[src/frs_pkg.sv]
// ----------------------------------------------------------------------------
// frs_pkg
// Types and constants shared by the vblank frame release scheduler.
// ----------------------------------------------------------------------------
package frs_pkg;

   localparam int ID_WIDTH         = 16;
   localparam int TIME_WIDTH       = 63;
   localparam int STAMP_WIDTH      = 64;
   localparam int HZ_WIDTH         = 8;
   localparam int LEAD_WIDTH       = 3;
   localparam int INTERVAL_WIDTH   = 20;
   localparam int OFFSET_WIDTH     = LEAD_WIDTH + INTERVAL_WIDTH;
   localparam int DIV_STEP_WIDTH   = 5;
   localparam int CSR_INDEX_WIDTH  = 2;
   localparam int CSR_DATA_WIDTH   = 8;
   localparam int MAX_RESULTS      = 16;
   localparam int POP_COUNT_WIDTH  = 5;

   localparam int UsecPerSecInt    = 1000000;
   localparam int RefreshResetInt  = 60;
   localparam int LeadResetInt     = 3;
   localparam int IntervalResetInt = (UsecPerSecInt + RefreshResetInt / 2) / RefreshResetInt;

   localparam logic [INTERVAL_WIDTH-1:0]  USEC_PER_SEC     = INTERVAL_WIDTH'(UsecPerSecInt);
   localparam logic [HZ_WIDTH-1:0]        REFRESH_HZ_RESET = HZ_WIDTH'(RefreshResetInt);
   localparam logic [LEAD_WIDTH-1:0]      LEAD_RESET       = LEAD_WIDTH'(LeadResetInt);
   localparam logic [INTERVAL_WIDTH-1:0]  INTERVAL_RESET   = INTERVAL_WIDTH'(IntervalResetInt);
   localparam logic [OFFSET_WIDTH-1:0]    OFFSET_RESET     =
      OFFSET_WIDTH'(LeadResetInt * IntervalResetInt);
   localparam logic [DIV_STEP_WIDTH-1:0]  DIV_LAST_STEP    = DIV_STEP_WIDTH'(INTERVAL_WIDTH - 1);
   localparam logic [POP_COUNT_WIDTH-1:0] POP_LAST         = POP_COUNT_WIDTH'(MAX_RESULTS - 1);

   localparam logic [CSR_INDEX_WIDTH-1:0] CSR_REFRESH_HZ   = 2'd0;
   localparam logic [CSR_INDEX_WIDTH-1:0] CSR_LEAD_VBLANKS = 2'd1;

   localparam logic [2:0] OP_ENQUEUE = 3'd0;
   localparam logic [2:0] OP_TICK    = 3'd1;
   localparam logic [2:0] OP_FLUSH   = 3'd2;
   localparam logic [2:0] OP_PAUSE   = 3'd3;
   localparam logic [2:0] OP_RESUME  = 3'd4;

   typedef enum logic [1:0] {
      ACT_DROP   = 2'd0,
      ACT_POST   = 2'd1,
      ACT_REJECT = 2'd2
   } action_type;

   typedef struct packed {
      logic [2:0]            op;
      logic [ID_WIDTH-1:0]   frame_id;
      logic [TIME_WIDTH-1:0] time_us;
   } req_type;

   typedef struct packed {
      action_type          action;
      logic [ID_WIDTH-1:0] frame_id_out;
      logic                last;
   } rsp_type;

   typedef enum logic [2:0] {
      CMD_ENQUEUE,
      CMD_TICK,
      CMD_FLUSH,
      CMD_PAUSE,
      CMD_RESUME
   } cmd_kind_type;

   typedef struct packed {
      cmd_kind_type           kind;
      logic [ID_WIDTH-1:0]    frame_id;
      logic [STAMP_WIDTH-1:0] stamp;
   } cmd_type;

   typedef struct packed {
      logic                    busy;
      logic [OFFSET_WIDTH-1:0] offset;
   } timing_type;

   typedef enum logic [2:0] {
      BK_IDLE,
      BK_TICK_READ,
      BK_TICK_CHECK,
      BK_TICK_POST,
      BK_FLUSH_READ,
      BK_FLUSH_EMIT
   } back_state_type;

endpackage

[src/frs_ram.sv]
// ----------------------------------------------------------------------------
// frs_ram
// Generic single write port, single read port RAM with registered read.
// ----------------------------------------------------------------------------
module frs_ram #(
   parameter int WIDTH = 8,
   parameter int DEPTH = 16
) (
   input  logic                     clock,
   input  logic                     wr_en,
   input  logic [$clog2(DEPTH)-1:0] wr_addr,
   input  logic [WIDTH-1:0]         wr_data,
   input  logic [$clog2(DEPTH)-1:0] rd_addr,
   output logic [WIDTH-1:0]         rd_data
);

   logic [WIDTH-1:0] mem_ff [DEPTH];
   logic [WIDTH-1:0] rd_data_ff;

   always_ff @(posedge clock) begin
      if (wr_en) begin
         mem_ff[wr_addr] <= wr_data;
      end
      rd_data_ff <= mem_ff[rd_addr];
   end

   assign rd_data = rd_data_ff;

endmodule

[src/frs_csr.sv]
// ----------------------------------------------------------------------------
// frs_csr
// Configuration registers, refresh interval divider and deadline offset.
// ----------------------------------------------------------------------------
module frs_csr (
   input  logic                                  clock,
   input  logic                                  reset,
   input  logic                                  csr_valid,
   output logic                                  csr_ready,
   input  logic [frs_pkg::CSR_INDEX_WIDTH-1:0]   csr_index,
   input  logic [frs_pkg::CSR_DATA_WIDTH-1:0]    csr_data,
   output frs_pkg::timing_type                   timing
);

   logic [frs_pkg::HZ_WIDTH-1:0]        hz_ff, hz_in;
   logic [frs_pkg::LEAD_WIDTH-1:0]      lead_ff, lead_in;
   logic [frs_pkg::INTERVAL_WIDTH-1:0]  interval_ff, interval_in;
   logic [frs_pkg::OFFSET_WIDTH-1:0]    offset_ff, offset_in;
   logic                                busy_ff, busy_in;
   logic                                settle_ff, settle_in;
   logic [frs_pkg::INTERVAL_WIDTH-1:0]  work_ff, work_in;
   logic [frs_pkg::HZ_WIDTH-1:0]        rem_ff, rem_in;
   logic [frs_pkg::DIV_STEP_WIDTH-1:0]  step_ff, step_in;
   logic                                write;
   logic [frs_pkg::HZ_WIDTH:0]          trial;
   logic                                qbit;

   assign csr_ready = !busy_ff;
   assign write     = csr_valid && csr_ready;

   always_comb begin
      hz_in       = hz_ff;
      lead_in     = lead_ff;
      interval_in = interval_ff;
      busy_in     = busy_ff;
      settle_in   = 1'b0;
      work_in     = work_ff;
      rem_in      = rem_ff;
      step_in     = step_ff;
      trial       = {rem_ff, work_ff[frs_pkg::INTERVAL_WIDTH-1]};
      qbit        = (trial >= {1'b0, hz_ff});
      offset_in   = frs_pkg::OFFSET_WIDTH'(lead_ff * interval_ff);

      if (busy_ff) begin
         rem_in  = qbit ? frs_pkg::HZ_WIDTH'(trial - {1'b0, hz_ff})
                        : frs_pkg::HZ_WIDTH'(trial);
         work_in = {work_ff[frs_pkg::INTERVAL_WIDTH-2:0], qbit};
         step_in = step_ff - 1'b1;
         if (step_ff == '0) begin
            busy_in     = 1'b0;
            settle_in   = 1'b1;
            interval_in = {work_ff[frs_pkg::INTERVAL_WIDTH-2:0], qbit};
         end
      end else if (write) begin
         settle_in = 1'b1;
         case (csr_index)
            frs_pkg::CSR_REFRESH_HZ: begin
               hz_in = csr_data[frs_pkg::HZ_WIDTH-1:0];
               if (csr_data[frs_pkg::HZ_WIDTH-1:0] == '0) begin
                  interval_in = '0;
               end else begin
                  busy_in = 1'b1;
                  rem_in  = '0;
                  step_in = frs_pkg::DIV_LAST_STEP;
                  work_in = frs_pkg::USEC_PER_SEC +
                            frs_pkg::INTERVAL_WIDTH'(csr_data[frs_pkg::HZ_WIDTH-1:1]);
               end
            end
            frs_pkg::CSR_LEAD_VBLANKS: begin
               lead_in = csr_data[frs_pkg::LEAD_WIDTH-1:0];
            end
            default: begin
            end
         endcase
      end
   end

   always_ff @(posedge clock) begin
      if (reset) begin
         hz_ff       <= frs_pkg::REFRESH_HZ_RESET;
         lead_ff     <= frs_pkg::LEAD_RESET;
         interval_ff <= frs_pkg::INTERVAL_RESET;
         offset_ff   <= frs_pkg::OFFSET_RESET;
         busy_ff     <= 1'b0;
         settle_ff   <= 1'b0;
      end else begin
         hz_ff       <= hz_in;
         lead_ff     <= lead_in;
         interval_ff <= interval_in;
         offset_ff   <= offset_in;
         busy_ff     <= busy_in;
         settle_ff   <= settle_in;
      end
      work_ff <= work_in;
      rem_ff  <= rem_in;
      step_ff <= step_in;
   end

   assign timing.busy   = busy_ff || settle_ff;
   assign timing.offset = offset_ff;

endmodule

[src/frs_front.sv]
// ----------------------------------------------------------------------------
// frs_front
// Accepts items, decodes the operation, forms tick deadlines and queues
// commands for the back end.
// ----------------------------------------------------------------------------
module frs_front (
   input  logic                 clock,
   input  logic                 reset,
   input  logic                 req_valid,
   output logic                 req_ready,
   input  frs_pkg::req_type     req_item,
   input  frs_pkg::timing_type  timing,
   output logic                 cmd_valid,
   output frs_pkg::cmd_type     cmd,
   input  logic                 cmd_pop
);

   localparam int Slots = 2;

   frs_pkg::cmd_type slot_ff [Slots];
   logic             wr_ptr_ff, wr_ptr_in;
   logic             rd_ptr_ff, rd_ptr_in;
   logic [1:0]       fill_ff, fill_in;
   logic             known;
   logic             push;
   logic             pop;
   frs_pkg::cmd_type decoded;

   always_comb begin
      known             = 1'b1;
      decoded.kind      = frs_pkg::CMD_ENQUEUE;
      decoded.frame_id  = req_item.frame_id;
      decoded.stamp     = {1'b0, req_item.time_us};
      case (req_item.op)
         frs_pkg::OP_ENQUEUE: decoded.kind = frs_pkg::CMD_ENQUEUE;
         frs_pkg::OP_TICK: begin
            decoded.kind  = frs_pkg::CMD_TICK;
            decoded.stamp = {1'b0, req_item.time_us} +
                            frs_pkg::STAMP_WIDTH'(timing.offset);
         end
         frs_pkg::OP_FLUSH:   decoded.kind = frs_pkg::CMD_FLUSH;
         frs_pkg::OP_PAUSE:   decoded.kind = frs_pkg::CMD_PAUSE;
         frs_pkg::OP_RESUME:  decoded.kind = frs_pkg::CMD_RESUME;
         default:             known        = 1'b0;
      endcase
   end

   assign req_ready = !timing.busy && (fill_ff != 2'd2);
   assign push      = req_valid && req_ready && known;
   assign pop       = cmd_pop && cmd_valid;
   assign cmd_valid = (fill_ff != 2'd0);
   assign cmd       = slot_ff[rd_ptr_ff];

   always_comb begin
      wr_ptr_in = push ? !wr_ptr_ff : wr_ptr_ff;
      rd_ptr_in = pop ? !rd_ptr_ff : rd_ptr_ff;
      fill_in   = fill_ff + {1'b0, push} - {1'b0, pop};
   end

   always_ff @(posedge clock) begin
      if (reset) begin
         wr_ptr_ff <= 1'b0;
         rd_ptr_ff <= 1'b0;
         fill_ff   <= 2'd0;
      end else begin
         wr_ptr_ff <= wr_ptr_in;
         rd_ptr_ff <= rd_ptr_in;
         fill_ff   <= fill_in;
      end
      if (push) begin
         slot_ff[wr_ptr_ff] <= decoded;
      end
   end

endmodule

[src/frs_back.sv]
// ----------------------------------------------------------------------------
// frs_back
// Frame queue, pause flag and release sequencer; drives the item register
// of the result channel.
// ----------------------------------------------------------------------------
module frs_back #(
   parameter int QUEUE_DEPTH = 16
) (
   input  logic              clock,
   input  logic              reset,
   input  logic              cmd_valid,
   input  frs_pkg::cmd_type  cmd,
   output logic              cmd_pop,
   output logic              rsp_valid,
   input  logic              rsp_ready,
   output frs_pkg::rsp_type  rsp_item
);

   localparam int IndexWidth = $clog2(QUEUE_DEPTH);
   localparam int CountWidth = $clog2(QUEUE_DEPTH + 1);
   localparam int EntryWidth = frs_pkg::ID_WIDTH + frs_pkg::TIME_WIDTH;
   localparam logic [IndexWidth-1:0] LastIndex = IndexWidth'(QUEUE_DEPTH - 1);
   localparam logic [CountWidth-1:0] FullCount = CountWidth'(QUEUE_DEPTH);
   localparam logic [CountWidth-1:0] OneCount  = CountWidth'(1);

   frs_pkg::back_state_type               state_ff, state_in;
   logic [IndexWidth-1:0]                 head_ff, head_in;
   logic [IndexWidth-1:0]                 tail_ff, tail_in;
   logic [CountWidth-1:0]                 count_ff, count_in;
   logic                                  paused_ff, paused_in;
   logic                                  have_ff, have_in;
   logic [frs_pkg::ID_WIDTH-1:0]          held_ff, held_in;
   logic [frs_pkg::POP_COUNT_WIDTH-1:0]   pops_ff, pops_in;
   logic [frs_pkg::STAMP_WIDTH-1:0]       deadline_ff, deadline_in;
   logic                                  rsp_valid_ff, rsp_valid_in;
   frs_pkg::rsp_type                      rsp_ff, rsp_in;

   logic                                  wr_en;
   logic [EntryWidth-1:0]                 rd_data;
   logic [frs_pkg::ID_WIDTH-1:0]          rd_id;
   logic [frs_pkg::TIME_WIDTH-1:0]        rd_time;
   logic                                  can_emit;
   logic                                  emit;
   frs_pkg::rsp_type                      emit_item;
   logic                                  due;
   logic                                  flush_last;

   frs_ram #(
      .WIDTH (EntryWidth),
      .DEPTH (QUEUE_DEPTH)
   ) u_store (
      .clock   (clock),
      .wr_en   (wr_en),
      .wr_addr (tail_ff),
      .wr_data ({cmd.frame_id, cmd.stamp[frs_pkg::TIME_WIDTH-1:0]}),
      .rd_addr (head_ff),
      .rd_data (rd_data)
   );

   assign rd_id      = rd_data[EntryWidth-1:frs_pkg::TIME_WIDTH];
   assign rd_time    = rd_data[frs_pkg::TIME_WIDTH-1:0];
   assign can_emit   = !rsp_valid_ff || rsp_ready;
   assign due        = !(deadline_ff < {1'b0, rd_time});
   assign flush_last = (count_ff == OneCount) || (pops_ff == frs_pkg::POP_LAST);

   always_comb begin
      state_in     = state_ff;
      head_in      = head_ff;
      tail_in      = tail_ff;
      count_in     = count_ff;
      paused_in    = paused_ff;
      have_in      = have_ff;
      held_in      = held_ff;
      pops_in      = pops_ff;
      deadline_in  = deadline_ff;
      cmd_pop      = 1'b0;
      wr_en        = 1'b0;
      emit         = 1'b0;
      emit_item    = '{action: frs_pkg::ACT_DROP, frame_id_out: held_ff, last: 1'b0};

      case (state_ff)
         frs_pkg::BK_IDLE: begin
            if (cmd_valid) begin
               case (cmd.kind)
                  frs_pkg::CMD_ENQUEUE: begin
                     if (count_ff == FullCount) begin
                        if (can_emit) begin
                           emit      = 1'b1;
                           emit_item = '{action: frs_pkg::ACT_REJECT,
                                         frame_id_out: cmd.frame_id, last: 1'b1};
                           cmd_pop   = 1'b1;
                        end
                     end else begin
                        wr_en    = 1'b1;
                        tail_in  = (tail_ff == LastIndex) ? '0 : tail_ff + 1'b1;
                        count_in = count_ff + 1'b1;
                        cmd_pop  = 1'b1;
                     end
                  end
                  frs_pkg::CMD_TICK: begin
                     cmd_pop     = 1'b1;
                     deadline_in = cmd.stamp;
                     have_in     = 1'b0;
                     pops_in     = '0;
                     if (!paused_ff) begin
                        state_in = frs_pkg::BK_TICK_READ;
                     end
                  end
                  frs_pkg::CMD_FLUSH: begin
                     cmd_pop  = 1'b1;
                     pops_in  = '0;
                     state_in = frs_pkg::BK_FLUSH_READ;
                  end
                  frs_pkg::CMD_PAUSE: begin
                     cmd_pop   = 1'b1;
                     paused_in = 1'b1;
                  end
                  frs_pkg::CMD_RESUME: begin
                     cmd_pop   = 1'b1;
                     paused_in = 1'b0;
                  end
                  default: cmd_pop = 1'b1;
               endcase
            end
         end
         frs_pkg::BK_TICK_READ: begin
            if (count_ff == '0) begin
               state_in = have_ff ? frs_pkg::BK_TICK_POST : frs_pkg::BK_IDLE;
            end else begin
               state_in = frs_pkg::BK_TICK_CHECK;
            end
         end
         frs_pkg::BK_TICK_CHECK: begin
            if (!due) begin
               state_in = have_ff ? frs_pkg::BK_TICK_POST : frs_pkg::BK_IDLE;
            end else if (!have_ff || can_emit) begin
               emit     = have_ff;
               held_in  = rd_id;
               have_in  = 1'b1;
               head_in  = (head_ff == LastIndex) ? '0 : head_ff + 1'b1;
               count_in = count_ff - 1'b1;
               pops_in  = pops_ff + 1'b1;
               state_in = (pops_ff == frs_pkg::POP_LAST) ? frs_pkg::BK_TICK_POST
                                                          : frs_pkg::BK_TICK_READ;
            end
         end
         frs_pkg::BK_TICK_POST: begin
            if (can_emit) begin
               emit      = 1'b1;
               emit_item = '{action: frs_pkg::ACT_POST, frame_id_out: held_ff, last: 1'b1};
               have_in   = 1'b0;
               state_in  = frs_pkg::BK_IDLE;
            end
         end
         frs_pkg::BK_FLUSH_READ: begin
            state_in = (count_ff == '0) ? frs_pkg::BK_IDLE : frs_pkg::BK_FLUSH_EMIT;
         end
         frs_pkg::BK_FLUSH_EMIT: begin
            if (can_emit) begin
               emit      = 1'b1;
               emit_item = '{action: frs_pkg::ACT_DROP, frame_id_out: rd_id, last: flush_last};
               head_in   = (head_ff == LastIndex) ? '0 : head_ff + 1'b1;
               count_in  = count_ff - 1'b1;
               pops_in   = pops_ff + 1'b1;
               state_in  = flush_last ? frs_pkg::BK_IDLE : frs_pkg::BK_FLUSH_READ;
            end
         end
         default: state_in = frs_pkg::BK_IDLE;
      endcase

      rsp_valid_in = emit ? 1'b1 : (rsp_ready ? 1'b0 : rsp_valid_ff);
      rsp_in       = emit ? emit_item : rsp_ff;
   end

   always_ff @(posedge clock) begin
      if (reset) begin
         state_ff     <= frs_pkg::BK_IDLE;
         head_ff      <= '0;
         tail_ff      <= '0;
         count_ff     <= '0;
         paused_ff    <= 1'b0;
         have_ff      <= 1'b0;
         pops_ff      <= '0;
         rsp_valid_ff <= 1'b0;
      end else begin
         state_ff     <= state_in;
         head_ff      <= head_in;
         tail_ff      <= tail_in;
         count_ff     <= count_in;
         paused_ff    <= paused_in;
         have_ff      <= have_in;
         pops_ff      <= pops_in;
         rsp_valid_ff <= rsp_valid_in;
      end
      held_ff     <= held_in;
      deadline_ff <= deadline_in;
      rsp_ff      <= rsp_in;
   end

   assign rsp_valid = rsp_valid_ff;
   assign rsp_item  = rsp_ff;

`ifndef SYNTHESIS
   a_count_bound: assert property (@(posedge clock) disable iff (reset)
      count_ff <= FullCount)
      else $error("frame count exceeds queue depth");

   a_empty_ptrs: assert property (@(posedge clock) disable iff (reset)
      (count_ff == '0) |-> (head_ff == tail_ff))
      else $error("empty queue with unequal pointers");

   a_held_tracks_pops: assert property (@(posedge clock) disable iff (reset)
      (state_ff == frs_pkg::BK_TICK_CHECK) |-> (have_ff == (pops_ff != '0)))
      else $error("held frame flag out of step with pop count");

   a_post_has_frame: assert property (@(posedge clock) disable iff (reset)
      (state_ff == frs_pkg::BK_TICK_POST) |-> have_ff)
      else $error("post without a held frame");

   a_post_is_last: assert property (@(posedge clock) disable iff (reset)
      (rsp_valid_ff && (rsp_ff.action == frs_pkg::ACT_POST)) |-> rsp_ff.last)
      else $error("post item not marked last");
`endif

endmodule

[src/vblank_frame_release_scheduler.sv]
// ----------------------------------------------------------------------------
// vblank_frame_release_scheduler
// Frame queue released on vblank ticks against a deadline of the tick time
// plus lead_vblanks refresh intervals.
// ----------------------------------------------------------------------------
// The back end takes accepted items from a two-entry command queue in its idle state,
// which handles enqueue, reject, pause and resume; per frame a flush runs FLUSH_READ
// and FLUSH_EMIT, a tick TICK_READ and TICK_CHECK, then TICK_POST (registered store
// read port). A nonzero refresh_hz write holds csr_ready low while the bit-serial
// divider runs; it and a lead_vblanks write hold req_ready low until the offset settles.
// Reset: synchronous; queue empty, not paused, refresh_hz 60, lead_vblanks 3.
module vblank_frame_release_scheduler #(
   parameter int QUEUE_DEPTH = 16
) (
   input  logic                                 clock,
   input  logic                                 reset,
   input  logic                                 req_valid,
   output logic                                 req_ready,
   input  frs_pkg::req_type                     req_item,
   output logic                                 rsp_valid,
   input  logic                                 rsp_ready,
   output frs_pkg::rsp_type                     rsp_item,
   input  logic                                 csr_valid,
   output logic                                 csr_ready,
   input  logic [frs_pkg::CSR_INDEX_WIDTH-1:0]  csr_index,
   input  logic [frs_pkg::CSR_DATA_WIDTH-1:0]   csr_data
);

   frs_pkg::timing_type timing;
   logic                cmd_valid;
   frs_pkg::cmd_type    cmd;
   logic                cmd_pop;

   frs_csr u_csr (
      .clock     (clock),
      .reset     (reset),
      .csr_valid (csr_valid),
      .csr_ready (csr_ready),
      .csr_index (csr_index),
      .csr_data  (csr_data),
      .timing    (timing)
   );

   frs_front u_front (
      .clock     (clock),
      .reset     (reset),
      .req_valid (req_valid),
      .req_ready (req_ready),
      .req_item  (req_item),
      .timing    (timing),
      .cmd_valid (cmd_valid),
      .cmd       (cmd),
      .cmd_pop   (cmd_pop)
   );

   frs_back #(
      .QUEUE_DEPTH (QUEUE_DEPTH)
   ) u_back (
      .clock     (clock),
      .reset     (reset),
      .cmd_valid (cmd_valid),
      .cmd       (cmd),
      .cmd_pop   (cmd_pop),
      .rsp_valid (rsp_valid),
      .rsp_ready (rsp_ready),
      .rsp_item  (rsp_item)
   );

endmodule

[config.mk]
export PLATFORM = sky130hd
export DESIGN_NAME = vblank_frame_release_scheduler
export DESIGN_NICKNAME = d
export VERILOG_FILES = /design/src/frs_pkg.sv /design/src/frs_ram.sv /design/src/frs_csr.sv /design/src/frs_front.sv /design/src/frs_back.sv /design/src/vblank_frame_release_scheduler.sv
export SDC_FILE = /design/constraint.sdc
export NUM_CORES = 2
export LEC_CHECK = 0
export BUFFER_PORTS_ARGS = -buffer_cell sky130_fd_sc_hd__clkbuf_2
export CAP_MARGIN = 20
export CORE_MARGIN = 1.5
export CORE_UTILIZATION = 41
export DETAILED_ROUTE_END_ITERATION = 10
export PLACE_DENSITY_LB_ADDON = 0.3
export SLEW_MARGIN = 20
export SYNTH_ARGS = -nofsm -noshare
export SYNTH_HDL_FRONTEND = slang
export SYNTH_SLANG_ARGS = --single-unit
[constraint.sdc]
create_clock -name clock -period 8.6 [get_ports clock]
set_input_delay 0.43 -clock clock [delete_from_list [all_inputs] [get_ports clock]]
set_output_delay 0.43 -clock clock [all_outputs]
set_load 0.005 [all_outputs]
==> out/metrics.cfg <==
[detailed_routing]
drt_iter0_markers = 2994
viasPerCell = 5.49
vias = 34515
detail-route-antenna-nets = 0
dr.pass1.iters = 7
drt_wl_total_um = 158000
wl_per_cell_um = 25.1
drc_errors = 0

[hold_path]
hold_start = req_item[0]
hold_class = input port to flop

[floorplan]
ios = 119
start_util_pct = 41.2
num_rows = 150
die_area_sq_um = 170000
die_y_um = 413
core_sq_um = 167000
die_x_um = 413

[global_route]
grt_pass1_vias = 34796
grt_pass1_wl_um = 232000
grt_max_degree = 116
antenna_found_initial = 9
grt_use_total_pct = 18.6
gr-total-overflow = 0

[synth]
synth_flop_cell = edfxtp_1
synth_cell_types = 70
muxShareOfSynthArea_pct = 14.6
synthSimpleGateAreaFrac_pct = 3.97
synthArstFlopShare_pct = 0
synthCells = 3640
synthAdderAreaFrac_pct = 2.95
synth.cell_area_sq_um = 68900
synth_top_family_by_area = multiplexers
syn_avg_cell_area_sq_um = 18.9
yosysSeqAreaShare_pct = 72.9
ys_ff_latch = 1726
synth_nets = 3887
synth_xor_area_share_pct = 1.09
synth_compound_area_share_pct = 2.94
yosys_warnings = 0
synth-edff-count = 1562

[power_and_ir_drop]
seq_power_share_pct = 52.3
power.leakage_nw = 25.8
switching_power_w = 0.00434
p_int_w = 0.0145
sw_frac_of_total_pct = 23.0
powerDensity_nw_per_um2 = 239
comb_power_share_pct = 8.3
pwr-share-clk_pct = 39.5
ir_worst_vdd_mv = 0.211

[critical_path]
worstPathRequired_ns = 9.02
end_kind = flop
rrSetupSlack_ns = 4.02
cp_max_fo = 48
critPathArrivalTime_ns = 5.00
criticalPathCategory = flop to flop
crit_path_start_kind = flop

[clocking]
postCtsSetupBuffers = 0
cts_resized = 0
clock_sinks = 1726
cts_tree = yes
htreeDepth = 4
cts_root_buf = clkbuf_16
insertion_delay_ns = 0.80
cts_buffers = 176
path_clk_slew_ns = 0.06
clock_path_buffers = 3

[placement]
globalplace.congestion = 0.800
place_area_sq_um = 72400
dpl_worst_slack_ns = 3.92
place_hpwl_um = 94200
numPortBuffers = 118

[finish]
final_cell_mix = edfxtp_1, mux4_2, nand2_1
layout_commonest_cell = edfxtp_1
syn2layout_area_growth_pct = 14.5
fin_nets = 4172
design_area_sq_um = 78800
post-route-util_pct = 47.2
nFillCells = 14000
drive_gt1_share_pct = 23.8

[sta]
setup_slack_ns = 4.02
rsz0062_at_grt = no
setup_tns_ns = 0
max_slew_margin_pct = 29.9
drv_slew = 0
timing.fmax_mhz = 218
finalCritPeriodShare_pct = 53.2
setup_viol = 0
fin_skew_ns = 0.0361
fin_hold_ws_ns = 0.0728
fin_crit_ns = 4.58
worstMarginPinSlew_ns = 1.05
hold_viol = 0

[status]
outcome = completed

[job]
cap_violations = 0

[worst paths after layout]
| kind | to | depth (start not counted) |
|---|---|---|
| max reg2reg | u_back.u_store.mem_ff[10][57]$_DFFE_PP_ | 8 |
| min | u_front.slot_ff[1][0]$_DFFE_PP_ | 3 |
| min reg2reg | u_back.held_ff[6]$_DFFE_PP_ | 0 |
| max | u_back.u_store.mem_ff[10][57]$_DFFE_PP_ | 8 |
[cell families (layout without fill, tap and decap cells)]
logic type | count (synthesis) | in the layout
AOI/OAI and AO/OA | 310 | 310
xor gates and xnor gates | 86 | 86
adders and majority gates | 150 | 150
buffers and inverters | 291 | 728
DFF | 1726 | 1726
muxes | 498 | 498
other | 0 | 3
and+or+nand+nor | 579 | 579
[power by group through the flow]
stage	Clock, W	Sequential, W	Combinational (W)
floorplan	0	0.00998	0.000960
global placement	0	0.0100	0.00152
detailed placement	0	0.0100	0.00154
CTS	0.00760	0.00986	0.00158
global route	0.00791	0.00987	0.00170
finish	0.00744	0.00985	0.00156
[worst max-delay path, stage by stage (launching register included)]
cell	delay (ns)
dfxtp_4	0.80
mux2i_1	0.46
o21a_1	0.22
nand2_1	0.06
nor2_1	0.46
nand2_1	0.35
nor2_4	0.54
buf_4	0.53
buf_4	0.71
[per-layer routing]
layer	vias up	part of all wire [%]	global-route usage, %
li1	15111	-	-
met4	2	2.1	4.83
met2	1132	47	28.7
met3	206	7.6	3.98
met1	18064	44	26.9
met5	-	0.0082	0
[synthesized netlist by cell type (all sizes together), types with 4 or more instances]
cell type  number  area [sq um]
a21oi          89           445
a211oi         11          82.6
o21ai          69           345
xor2           54           473
mux2           87           980
dfxtp         164          3280
nand3b          4          30.0
nor3b           8          60.1
nor3           33           165
ha            129          1610
inv           145           544
nand4          17           113
a21o           27           203
o21a           10          76.3
nand3          40           200
clkbuf        102           383
nand2         226           848
and2           21           131
o21bai          8          60.1
o31ai          11           110
and4            6          52.6
xnor2          32           280
a31o            6          52.6
o211ai         18           135
nand2b         23           144
a31oi           7          43.8
mux2i          16           160
or2             6          37.5
edfxtp       1562         46900
and3           19           119
nor4           13          81.3
nor2          123           467
a211o           4          35.0
nor4b           6          52.6
mux4          395          8900
buf            44           168
nor2b          22           138
or3             4          25.0
a22oi          18           135
fa             21           420
[cell type report]
| cell class | instances | area [sq um] | share of cell area, % |
|---|---|---|---|
| Clock inverter | 88 | 793 | 1.01 |
| Multi-Input combinational cell | 1623 | 17800 | 22.5 |
| Sequential cell | 1726 | 50200 | 63.7 |
| Timing Repair Buffer | 253 | 1870 | 2.37 |
| Tap cell | 2204 | 2760 | 3.50 |
| Antenna cell | 3 | 7.51 | 0.00952 |
| Inverter | 145 | 544 | 0.690 |
| Clock buffer | 242 | 4880 | 6.19 |
[stage by stage]
step | instances | power (W)
final | 6284 | 0.0189
after global routing | 6281 | 0.0195
after detailed placement | 5874 | 0.0116
after floorplan | 3640 | 0.0109
after global placement | 5874 | 0.0115
after CTS | 6281 | 0.0190
[flip-flops by register name, summed over array words and instances (netlist names), 2 cells and up, named ones only]
| signal | count |
|---|---|
| u_csr.interval_ff | 20 |
| u_csr.hz_ff | 8 |
| u_back.held_ff | 16 |
| u_csr.offset_ff | 23 |
| u_csr.lead_ff | 3 |
| u_back.rsp_item | 19 |
| u_back.pops_ff | 5 |
| u_front.slot_ff | 166 |
| u_csr.rem_ff | 8 |
| u_back.head_ff | 4 |
| u_back.state_ff | 3 |
| u_csr.work_ff | 20 |
| u_back.u_store.rd_data | 79 |
| u_back.deadline_ff | 64 |
| u_back.count_ff | 5 |
| u_back.tail_ff | 4 |
| u_csr.step_ff | 5 |
| u_back.u_store.mem_ff | 1264 |
| u_front.fill_ff | 2 |
[repair_timing]
action | CTS | global route
hold buffers | 77 | 0
endpoints found under the hold margin | 144 | 0
setup endpoints to repair | 0 | 0
Power figures use the tool's default switching activity.
